### src/hw/rtl/bmps_pkg.sv
// Shared types, constants and helpers for the bump map pixel shader.
// No dependencies; used by every RTL file of the block.
package bmps_pkg;

  localparam int COORD_W     = 9;
  localparam int HEIGHT_W    = 8;
  localparam int COLOUR_W    = 24;
  localparam int CFG_W       = 10;
  localparam int ADDR_W      = 2 * CFG_W;   // clamped coord times stride plus column
  localparam int POS_W       = 13;          // signed displaced coordinate
  localparam int IN_TDATA_W  = 112;
  localparam int OUT_TDATA_W = 24;
  localparam int CFG_ADDR_W  = 4;
  localparam int CFG_DATA_W  = 32;

  localparam int LIGHT_DEPTH_DEF = 262144;
  localparam int COORD_BITS_DEF  = 9;

  localparam logic [CFG_W-1:0] CFG_RESET_VAL = CFG_W'(256);

  typedef enum logic [1:0] {
    REG_LIGHT_WIDTH  = 2'd0,
    REG_LIGHT_HEIGHT = 2'd1,
    REG_ROW_STRIDE   = 2'd2,
    REG_UNUSED       = 2'd3
  } reg_idx_t;

  // stage advance strobes for the address front end
  typedef struct packed {
    logic s1;
    logic s2;
  } adv_t;

  // light map access request leaving the address front end
  typedef struct packed {
    logic                load;
    logic                inrange;
    logic [ADDR_W-1:0]   addr;
    logic [COLOUR_W-1:0] colour;
  } req_t;

  function automatic logic [COLOUR_W-1:0] sat_add_rgb(input logic [COLOUR_W-1:0] a,
                                                      input logic [COLOUR_W-1:0] b);
    logic [COLOUR_W-1:0] r;
    logic [8:0]          s;
    r = '0;
    for (int i = 0; i < 3; i++) begin
      s = {1'b0, a[8*i +: 8]} + {1'b0, b[8*i +: 8]};
      r[8*i +: 8] = s[8] ? 8'hFF : s[7:0];
    end
    return r;
  endfunction

endpackage

### src/hw/rtl/bmps_addr_gen.sv
// Address front end: slope, displacement and clamp for shade beats (stage 1), row address
// and range check (stage 2). Depends on bmps_pkg.
module bmps_addr_gen #(
  parameter int LIGHT_DEPTH = bmps_pkg::LIGHT_DEPTH_DEF,
  parameter int COORD_BITS  = bmps_pkg::COORD_BITS_DEF
) (
  input  logic                              clk,
  input  logic                              rst_n,
  input  bmps_pkg::adv_t                    adv,
  input  logic                              beat_vld,
  input  logic                              action,
  input  logic [bmps_pkg::COORD_W-1:0]      x,
  input  logic [bmps_pkg::COORD_W-1:0]      y,
  input  logic [bmps_pkg::HEIGHT_W-1:0]     right_green,
  input  logic [bmps_pkg::HEIGHT_W-1:0]     right_blue,
  input  logic [bmps_pkg::HEIGHT_W-1:0]     left_green,
  input  logic [bmps_pkg::HEIGHT_W-1:0]     left_blue,
  input  logic [bmps_pkg::HEIGHT_W-1:0]     below_green,
  input  logic [bmps_pkg::HEIGHT_W-1:0]     below_blue,
  input  logic [bmps_pkg::HEIGHT_W-1:0]     above_green,
  input  logic [bmps_pkg::HEIGHT_W-1:0]     above_blue,
  input  logic [bmps_pkg::COLOUR_W-1:0]     colour_word,
  input  logic [bmps_pkg::CFG_W-1:0]        light_width,
  input  logic [bmps_pkg::CFG_W-1:0]        light_height,
  input  logic [bmps_pkg::CFG_W-1:0]        row_stride,
  output logic                              v1,
  output logic                              v2,
  output bmps_pkg::req_t                    req
);

  localparam int CW = bmps_pkg::CFG_W;
  localparam int PW = bmps_pkg::POS_W;
  localparam int AW = bmps_pkg::ADDR_W;
  localparam logic [bmps_pkg::COORD_W-1:0] CMASK =
    bmps_pkg::COORD_W'((64'd1 << COORD_BITS) - 64'd1);
  localparam logic [AW:0] DEPTH_LIM = (AW+1)'(LIGHT_DEPTH);

  logic                          v1_r, v2_r;
  logic                          load1_r;
  logic [CW-1:0]                 cx1_r, cy1_r;
  logic [bmps_pkg::COLOUR_W-1:0] colour1_r;
  bmps_pkg::req_t                req2_r;

  logic [bmps_pkg::COORD_W-1:0]  xm, ym;
  logic signed [PW-1:0]          nx, ny;
  logic [CW-1:0]                 cx_nxt, cy_nxt;
  logic [AW-1:0]                 addr_nxt;

  function automatic logic signed [PW-1:0] displace(input logic [7:0] pg, input logic [7:0] pb,
                                                    input logic [7:0] mg, input logic [7:0] mb,
                                                    input logic [bmps_pkg::COORD_W-1:0] c);
    logic signed [PW-1:0] d;
    d = $signed(PW'(pg)) + $signed(PW'(pb)) - $signed(PW'(mg)) - $signed(PW'(mb));
    return (d <<< 1) + $signed(PW'(c));
  endfunction

  // clamp to [0, limit-1]; a zero limit behaves as one
  function automatic logic [CW-1:0] clamp(input logic signed [PW-1:0] v,
                                          input logic [CW-1:0] limit);
    logic [CW-1:0] top;
    top = (limit == '0) ? '0 : limit - CW'(1);
    if (v[PW-1])                              return '0;
    else if (v[PW-2:0] > (PW-1)'(top))        return top;
    else                                      return v[CW-1:0];
  endfunction

  always_comb begin
    xm     = x & CMASK;
    ym     = y & CMASK;
    nx     = displace(right_green, right_blue, left_green, left_blue, xm);
    ny     = displace(below_green, below_blue, above_green, above_blue, ym);
    cx_nxt = action ? CW'(xm) : clamp(nx, light_width);
    cy_nxt = action ? CW'(ym) : clamp(ny, light_height);
  end

  assign addr_nxt = AW'({{CW{1'b0}}, cy1_r} * {{CW{1'b0}}, row_stride}) + AW'(cx1_r);

  always_ff @(posedge clk) begin
    if (!rst_n) begin
      v1_r <= 1'b0;
      v2_r <= 1'b0;
    end else begin
      if (adv.s1) v1_r <= beat_vld;
      if (adv.s2) v2_r <= v1_r;
    end
  end

  always_ff @(posedge clk) begin
    if (adv.s1) begin
      load1_r   <= action;
      cx1_r     <= cx_nxt;
      cy1_r     <= cy_nxt;
      colour1_r <= colour_word;
    end
    if (adv.s2) begin
      req2_r.load    <= load1_r;
      req2_r.addr    <= addr_nxt;
      req2_r.inrange <= ({1'b0, addr_nxt} < DEPTH_LIM);
      req2_r.colour  <= colour1_r;
    end
  end

  assign v1  = v1_r;
  assign v2  = v2_r;
  assign req = req2_r;

endmodule

### config.mk
export PLATFORM = sky130hd
export DESIGN_NAME = bmps_addr_gen
export DESIGN_NICKNAME = d
export VERILOG_FILES = /design/src/hw/rtl/bmps_pkg.sv /design/src/hw/rtl/bmps_addr_gen.sv
export SDC_FILE = /design/constraint.sdc
export NUM_CORES = 1
export LEC_CHECK = 0
export ABC_AREA = 1
export BUFFER_PORTS_ARGS = -buffer_cell sky130_fd_sc_hd__buf_2
export CAP_MARGIN = 20
export CORE_ASPECT_RATIO = 0.8
export CORE_MARGIN = 10
export CORE_UTILIZATION = 55
export DETAILED_ROUTE_END_ITERATION = 7
export PLACE_DENSITY = 0.79
export SYNTH_ARGS = -nofsm -noshare
export SYNTH_HDL_FRONTEND = slang
export SYNTH_SLANG_ARGS = --single-unit
### constraint.sdc
create_clock -name clk -period 6.15 [get_ports clk]
set_input_delay 0.615 -clock clk [delete_from_list [all_inputs] [get_ports clk]]
set_output_delay 0.615 -clock clk [all_outputs]
set_load 0.05 [all_outputs]
==> reports/metrics.cfg, run 1 <==
[route]
m1WireLength_mm = 10.7
dr_wl_met2_mm = 11.0
remaining_drc_errors = 0
top_layer = met5
wl_met3_mm = 1.71
drtIter0Drc = 571
vias = 8559
ant_nets = 0
routedWlPerCell_um = 13.6
via_per_inst = 4.95
drtPass1Iterations = 5
drt-total-wl_mm = 23.6

[timing]
setup_viol = 0
period_share_pct = 92.0
fmax_mhz = 177
tightest_slew_ns = 1.01
slew_viol_final = 0
fin_worst_skew_ns = 0.0108
slew_headroom_pct = 32.4
finalCriticalPeriod_ns = 5.66
rsz0062_at_grt = no
setup_tns_ns = 0
finalHoldViolations = 0

[place]
dp_hpwl_mm = 20.3
routabilityCongestion = 0.910
io_buffers = 189

[worst_setup_path]
arrival_ns = 5.75
cpLargestDelayFamily = adder cells
crit_buf_inv = 3
path_class = reg -> reg
startpoint_type = flop
rr_worst_depth = 21
crit_path_end_kind = flop
r2r_start = cy1_r[8]
cp_slowest_cell = edfxtp_1
worstPathCellList = nand2_1 -> fa_1 -> inv_1 -> fa_1 -> fa_1 -> inv_1 -> fa_1 -> inv_1 -> fa_1 -> ha_1 -> nand2_1 -> nor2_1 -> nand2_1 -> o211ai_1 -> a31o_2 -> a21boi_0 -> o21ai_0 -> nand2_1 -> nand2_1 -> xor2_1 -> nor2_1
max_stage_delay_ns = 0.62
r2r_slack_ns = 0.49
cp_data_required_time_ns = 6.25
cp_max_fo = 10
reg2reg_to = req[44]

[final_layout]
fillCellCount = 1677
multi_input_area_sq_um = 6750
drive_gt1_share_pct = 17.5
nets = 1826
syn_to_final_growth_pct = 14.3
regArea_sq_um = 2770

[global_routing]
grt_first_pass_wirelength_mm = 39.8
antenna_found_initial = 3
grt_pass1_vias = 8692
grt_max_degree = 49
grt_usage_pct = 18.8
grt.overflow.total = 0

[worst_hold_path]
hold_path_startpoint = colour1_r[1]
min_path_type = reg -> reg
min_to = req[1]
whs_path_depth = 0

[clock_tree]
cts_setup_buffers = 0
hold_buffers = 0
clock_path_buffers = 2
h-tree-depth = 3
insertion_delay_ns = 0.35
clk_pin_slew_ns = 0.07
root_buffer = clkbuf_16
cts_resized = 0
cts_tree = yes
cts_made_buffers = 9
clkSinkCount = 93

[synthesis]
synthCells = 1283
async_flop_share_pct = 0
ys.flop_type = edfxtp_1
synth_fp_nets = 1647
synth.cell_area_sq_um = 10700
synth.avg_cell_area_sq_um = 8.34
synth_warnings = 0
synth_cell_types = 37
ys_seq_area_share_pct = 25.9
synth_edf_count = 91
synth-seq-cells = 93

[floorplanning]
ios = 190
fp.dieW_um = 176
fp-row-count = 45
initial_core_util_pct = 56.2
die-area_sq_um = 25500
die_h_um = 145
core-area_sq_um = 19000

[outcome]
status = complete, no violations

[job]
drv_cap = 0

[metal layers]
metal	GRT usage, %	vias up
li1	-	4376
met1	24.7	3891
met2	31.3	271
met3	4.07	19
met4	4.14	2
met5	0	-
[flip-flops by register name, indices dropped and copies added, names as in the netlist]
signal and flops:
req 46, colour1_r 24, cx1_r 10, cy1_r 10, load1_r 1, v1 1
v2 1
[worst register-to-register path, stage by stage, from the launching register on]
cell      delay [ns]
edfxtp_1        0.62
nand2_1         0.15
fa_1            0.56
inv_1           0.07
fa_1            0.51
fa_1            0.55
inv_1           0.05
fa_1            0.47
inv_1           0.06
fa_1            0.48
ha_1            0.36
nand2_1         0.08
nor2_1          0.14
nand2_1         0.08
o211ai_1        0.09
a31o_2          0.16
a21boi_0        0.14
o21ai_0         0.39
nand2_1         0.10
nand2_1         0.09
xor2_1          0.17
nor2_1          0.07
[final cells by class]
cell class,instances,share of cell area (%)
clock buffer,9,1.84
clock inverter,7,0.747
multi-input combinational,877,55.2
timing repair buffer,190,7.90
tap,258,2.64
inverter,291,8.97
antenna,4,0.0818
sequential,93,22.7
[stage by stage]
step	utilization (%)	cells	cell area [sq um]	setup WS (ns)	hold slack [ns]
final	64.3	1729	12200	0.491	0.415
after global routing	64.2	1725	12200	0.201	0.421
after CTS	64.1	1724	12200	0.505	0.418
after detailed placement	62.5	1708	11900	0.234	0.405
after global placement	62.5	1708	11900	0.469	0.400
after floorplan	-	1283	10700	0.700	0.400
[cell families (layout without fill, tap and decap cells)]
| logic type | Yosys count | in the layout | share of synthesized area (%) |
|---|---|---|---|
| and+or+nand+nor | 487 | 487 | 19.7 |
| AOI/OAI and AO/OA | 104 | 104 | 5.67 |
| buffers and inverters | 313 | 497 | 11.1 |
| adders and majority gates | 222 | 222 | 32.4 |
| DFF | 93 | 93 | 25.9 |
| other | 0 | 4 | 0 |
| xor gates and xnor gates | 64 | 64 | 5.24 |
[cells in the final DEF (no fill, tap or decap), drive strengths merged, types with 3 or more instances in the layout]
cell type	netlist	layout
nand2	333	333
inv	289	292
buf	1	190
ha	130	130
fa	92	92
edfxtp	91	91
nand3	73	73
a21oi	60	60
nor2	57	57
xor2	42	42
xnor2	22	22
o21ai	20	20
a31oi	9	9
clkbuf	21	9
nor3	8	8
clkinv	2	6
or2	5	5
nand4	5	5
diode	0	4
a21boi	3	3
a21o	3	3
nand3b	3	3
a31o	3	3
[how the worst max path moves through the flow]
stage | startpoint | end | slack [ns] | cells past startpoint
3_3_place_gp | row_stride[1] | req[44] | 0.47 | 22
2_1_floorplan | row_stride[1] | req[44] | 0.70 | 22
3_5_place_dp | below_green[2] | cy1_r[0] | 0.23 | 33
4_1_cts | cy1_r[8] | req[44] | 0.51 | 21
5_1_grt | cy1_r[8] | req[44] | 0.20 | 21
6_report | cy1_r[8] | req[44] | 0.49 | 21
[cells in the mapped netlist, types with 9 or more instances]
library cell,count,area share (%)
nand2_1,316,11
inv_1,287,10
ha_1,130,15
fa_1,92,17
edfxtp_1,91,26
nand3_1,66,3.1
nor2_1,54,1.9
a21oi_1,53,2.5
xor2_1,42,3.4
xnor2_1,22,1.8
clkbuf_1,21,0.74
o21ai_0,18,0.84
nand2_2,13,0.76
a31oi_1,9,0.53
Power of run 1 is not shown: default switching activity piles up to over one toggle a cycle in this logic, so the estimate is an artifact.
==> run 2, diff against run 1 <==
- CELL_PAD_IN_SITES_DETAIL_PLACEMENT: default -> 1
- CELL_PAD_IN_SITES_GLOBAL_PLACEMENT: default -> 2
- CORE_UTILIZATION: 55 -> 34
- PLACE_DENSITY: 0.79 -> default
- PLACE_DENSITY_LB_ADDON: default -> 0.1
==> reports/metrics.cfg, run 2 (same netlist as run 1, synthesis figures left out) <==
[outcome]
status = complete, no violations

[floorplanning]
die_h_um = 179  ; +23%
fp-row-count = 58  ; +29%
ios = 190  ; unchanged
die-area_sq_um = 39000  ; +53%
core-area_sq_um = 31200  ; +64%
fp.dieW_um = 218  ; +24%
initial_core_util_pct = 34.3  ; -22 points

[route]
drtPass1Iterations = 6  ; +1
remaining_drc_errors = 0  ; unchanged
drtIter0Drc = 351  ; -39%
vias = 8469  ; -1.1%
via_per_inst = 4.49  ; -9.4%
drt-total-wl_mm = 29.7  ; +26%
routedWlPerCell_um = 15.7  ; +15%
ant_nets = 0  ; unchanged

[timing]
fmax_mhz = 177  ; +0.41%
finalCriticalPeriod_ns = 5.64  ; -0.0231 ns
tightest_slew_ns = 1.03  ; +0.0175 ns
period_share_pct = 91.6  ; -0.38 points
slew_headroom_pct = 31.2  ; -1.2 points
rsz0062_at_grt = no
setup_tns_ns = 0  ; unchanged
setup_viol = 0  ; unchanged
finalHoldViolations = 0  ; unchanged
slew_viol_final = 0  ; unchanged
fin_worst_skew_ns = 0.0139  ; +0.00310 ns

[final_layout]
n_antenna_cell = 0  ; -4
design_area_sq_um = 12400  ; +1.6%
mostFrequentLayoutCell = nand2_1
largest_register_ffs = 46  ; unchanged
drive_gt1_share_pct = 17.5  ; +0.056 points
final_cell_mix = 316 x nand2_1, 287 x inv_1, 189 x buf_2, 130 x ha_1, 92 x fa_1
nets = 1827  ; +0.055%
syn_to_final_growth_pct = 16.1

[clock_tree]
hold_buffers = 0  ; unchanged
clk_pin_slew_ns = 0.08  ; about the same
root_buffer = clkbuf_16
clkSinkCount = 93  ; unchanged
clock_path_buffers = 2  ; unchanged
h-tree-depth = 3  ; unchanged
cts_resized = 0  ; unchanged
cts_made_buffers = 9  ; unchanged
insertion_delay_ns = 0.36  ; about the same
cts_setup_buffers = 0  ; unchanged
cts_tree = yes

[worst_setup_path]
reg2reg_to = req[44]
endpoint = req[44]
path_class = reg -> reg
arrival_ns = 5.73  ; -0.02 ns
cp_data_required_time_ns = 6.25  ; about the same
cp_max_fo = 10  ; unchanged
crit_path_end_kind = flop
crit_start = cy1_r[4]
r2r_start = cy1_r[4]
startpoint_type = flop
rr_worst_depth = 21  ; unchanged
r2r_slack_ns = 0.51  ; +0.02 ns

[global_routing]
grt_first_pass_wirelength_mm = 48.5  ; +22%
grt_pass1_vias = 9242  ; +6.3%
grt.overflow.total = 0  ; unchanged
antenna_found_initial = 1  ; -2
grt_max_degree = 49  ; unchanged
grt_usage_pct = 15.5  ; -3.3 points

[worst_hold_path]
min_path_type = reg -> reg
whs_path_depth = 0  ; unchanged

[place]
dp_hpwl_mm = 25.9  ; +27%
postPlaceCellArea_sq_um = 12100  ; +1.8%
routabilityCongestion = 0.827  ; -9.2%
io_buffers = 189  ; unchanged

[job]
drv_cap = 0  ; unchanged

-- run 2: cell types whose count changed in the layout (fill, tap and decap cells not counted) --
cell | before | now
buf_4 | 0 | 1
clkinv_8 | 3 | 2
diode_2 | 4 | 0
clkinv_4 | 1 | 0
inv_6 | 2 | 3
inv_8 | 0 | 1
-- run 2: cell type report --
cell class / instances / area [sq um]
inverters: 291 / 1100
clock inverters: 7 / 86.3
well taps: 420 / 526
clock buffers: 9 / 225
multi-input cells: 877 / 6750
flip-flops and latches: 93 / 2770
repair buffers: 191 / 973
fillers: 3832 / 18800
-- run 2: how the worst min path moves through the flow --
stage                          from             to  slack (ns)
finish                colour1_r[10]        req[10]        0.41
global route        colour_word[16]  colour1_r[16]        0.41
CTS                   colour1_r[10]        req[10]        0.41
detailed placement    colour1_r[22]        req[22]        0.41
global placement      colour1_r[13]        req[13]        0.40
floorplan              colour1_r[0]         req[0]        0.40
-- run 2: critical path, stage by stage, from the launching register on --
cell and delay [ns]:
edfxtp_1 0.71, nand2_1 0.17, fa_1 0.52, fa_1 0.55
inv_1 0.05, fa_1 0.47, inv_1 0.05, fa_1 0.48
inv_1 0.05, fa_1 0.47, ha_1 0.36, nand2_1 0.09
nor2_1 0.13, nand2_1 0.07, o211ai_1 0.09, a31o_2 0.16
a21boi_0 0.13, o21ai_0 0.36, nand2_1 0.11, nand2_1 0.09
xor2_1 0.19, nor2_1 0.08
-- run 2: routing by layer --
layer	wire length, um	GRT usage [%]
met1	15000	21.5
met2	13400	25.4
met3	1070	2.36
met4	183	2.31
met5	0	0
-- run 2: metrics by stage --
step / util [%] / hold slack, ns / instances / setup slack, ns
floorplan: - / 0.400 / 1283 / 0.700
detailed placement: 38.8 / 0.405 / 1871 / 0.231
global route: 39.8 / 0.412 / 1888 / 0.0263
global placement: 38.8 / 0.400 / 1871 / 0.293
finish: 39.8 / 0.409 / 1888 / 0.514
CTS: 39.8 / 0.411 / 1887 / 0.412
Power of run 2 is left out for the same reason.
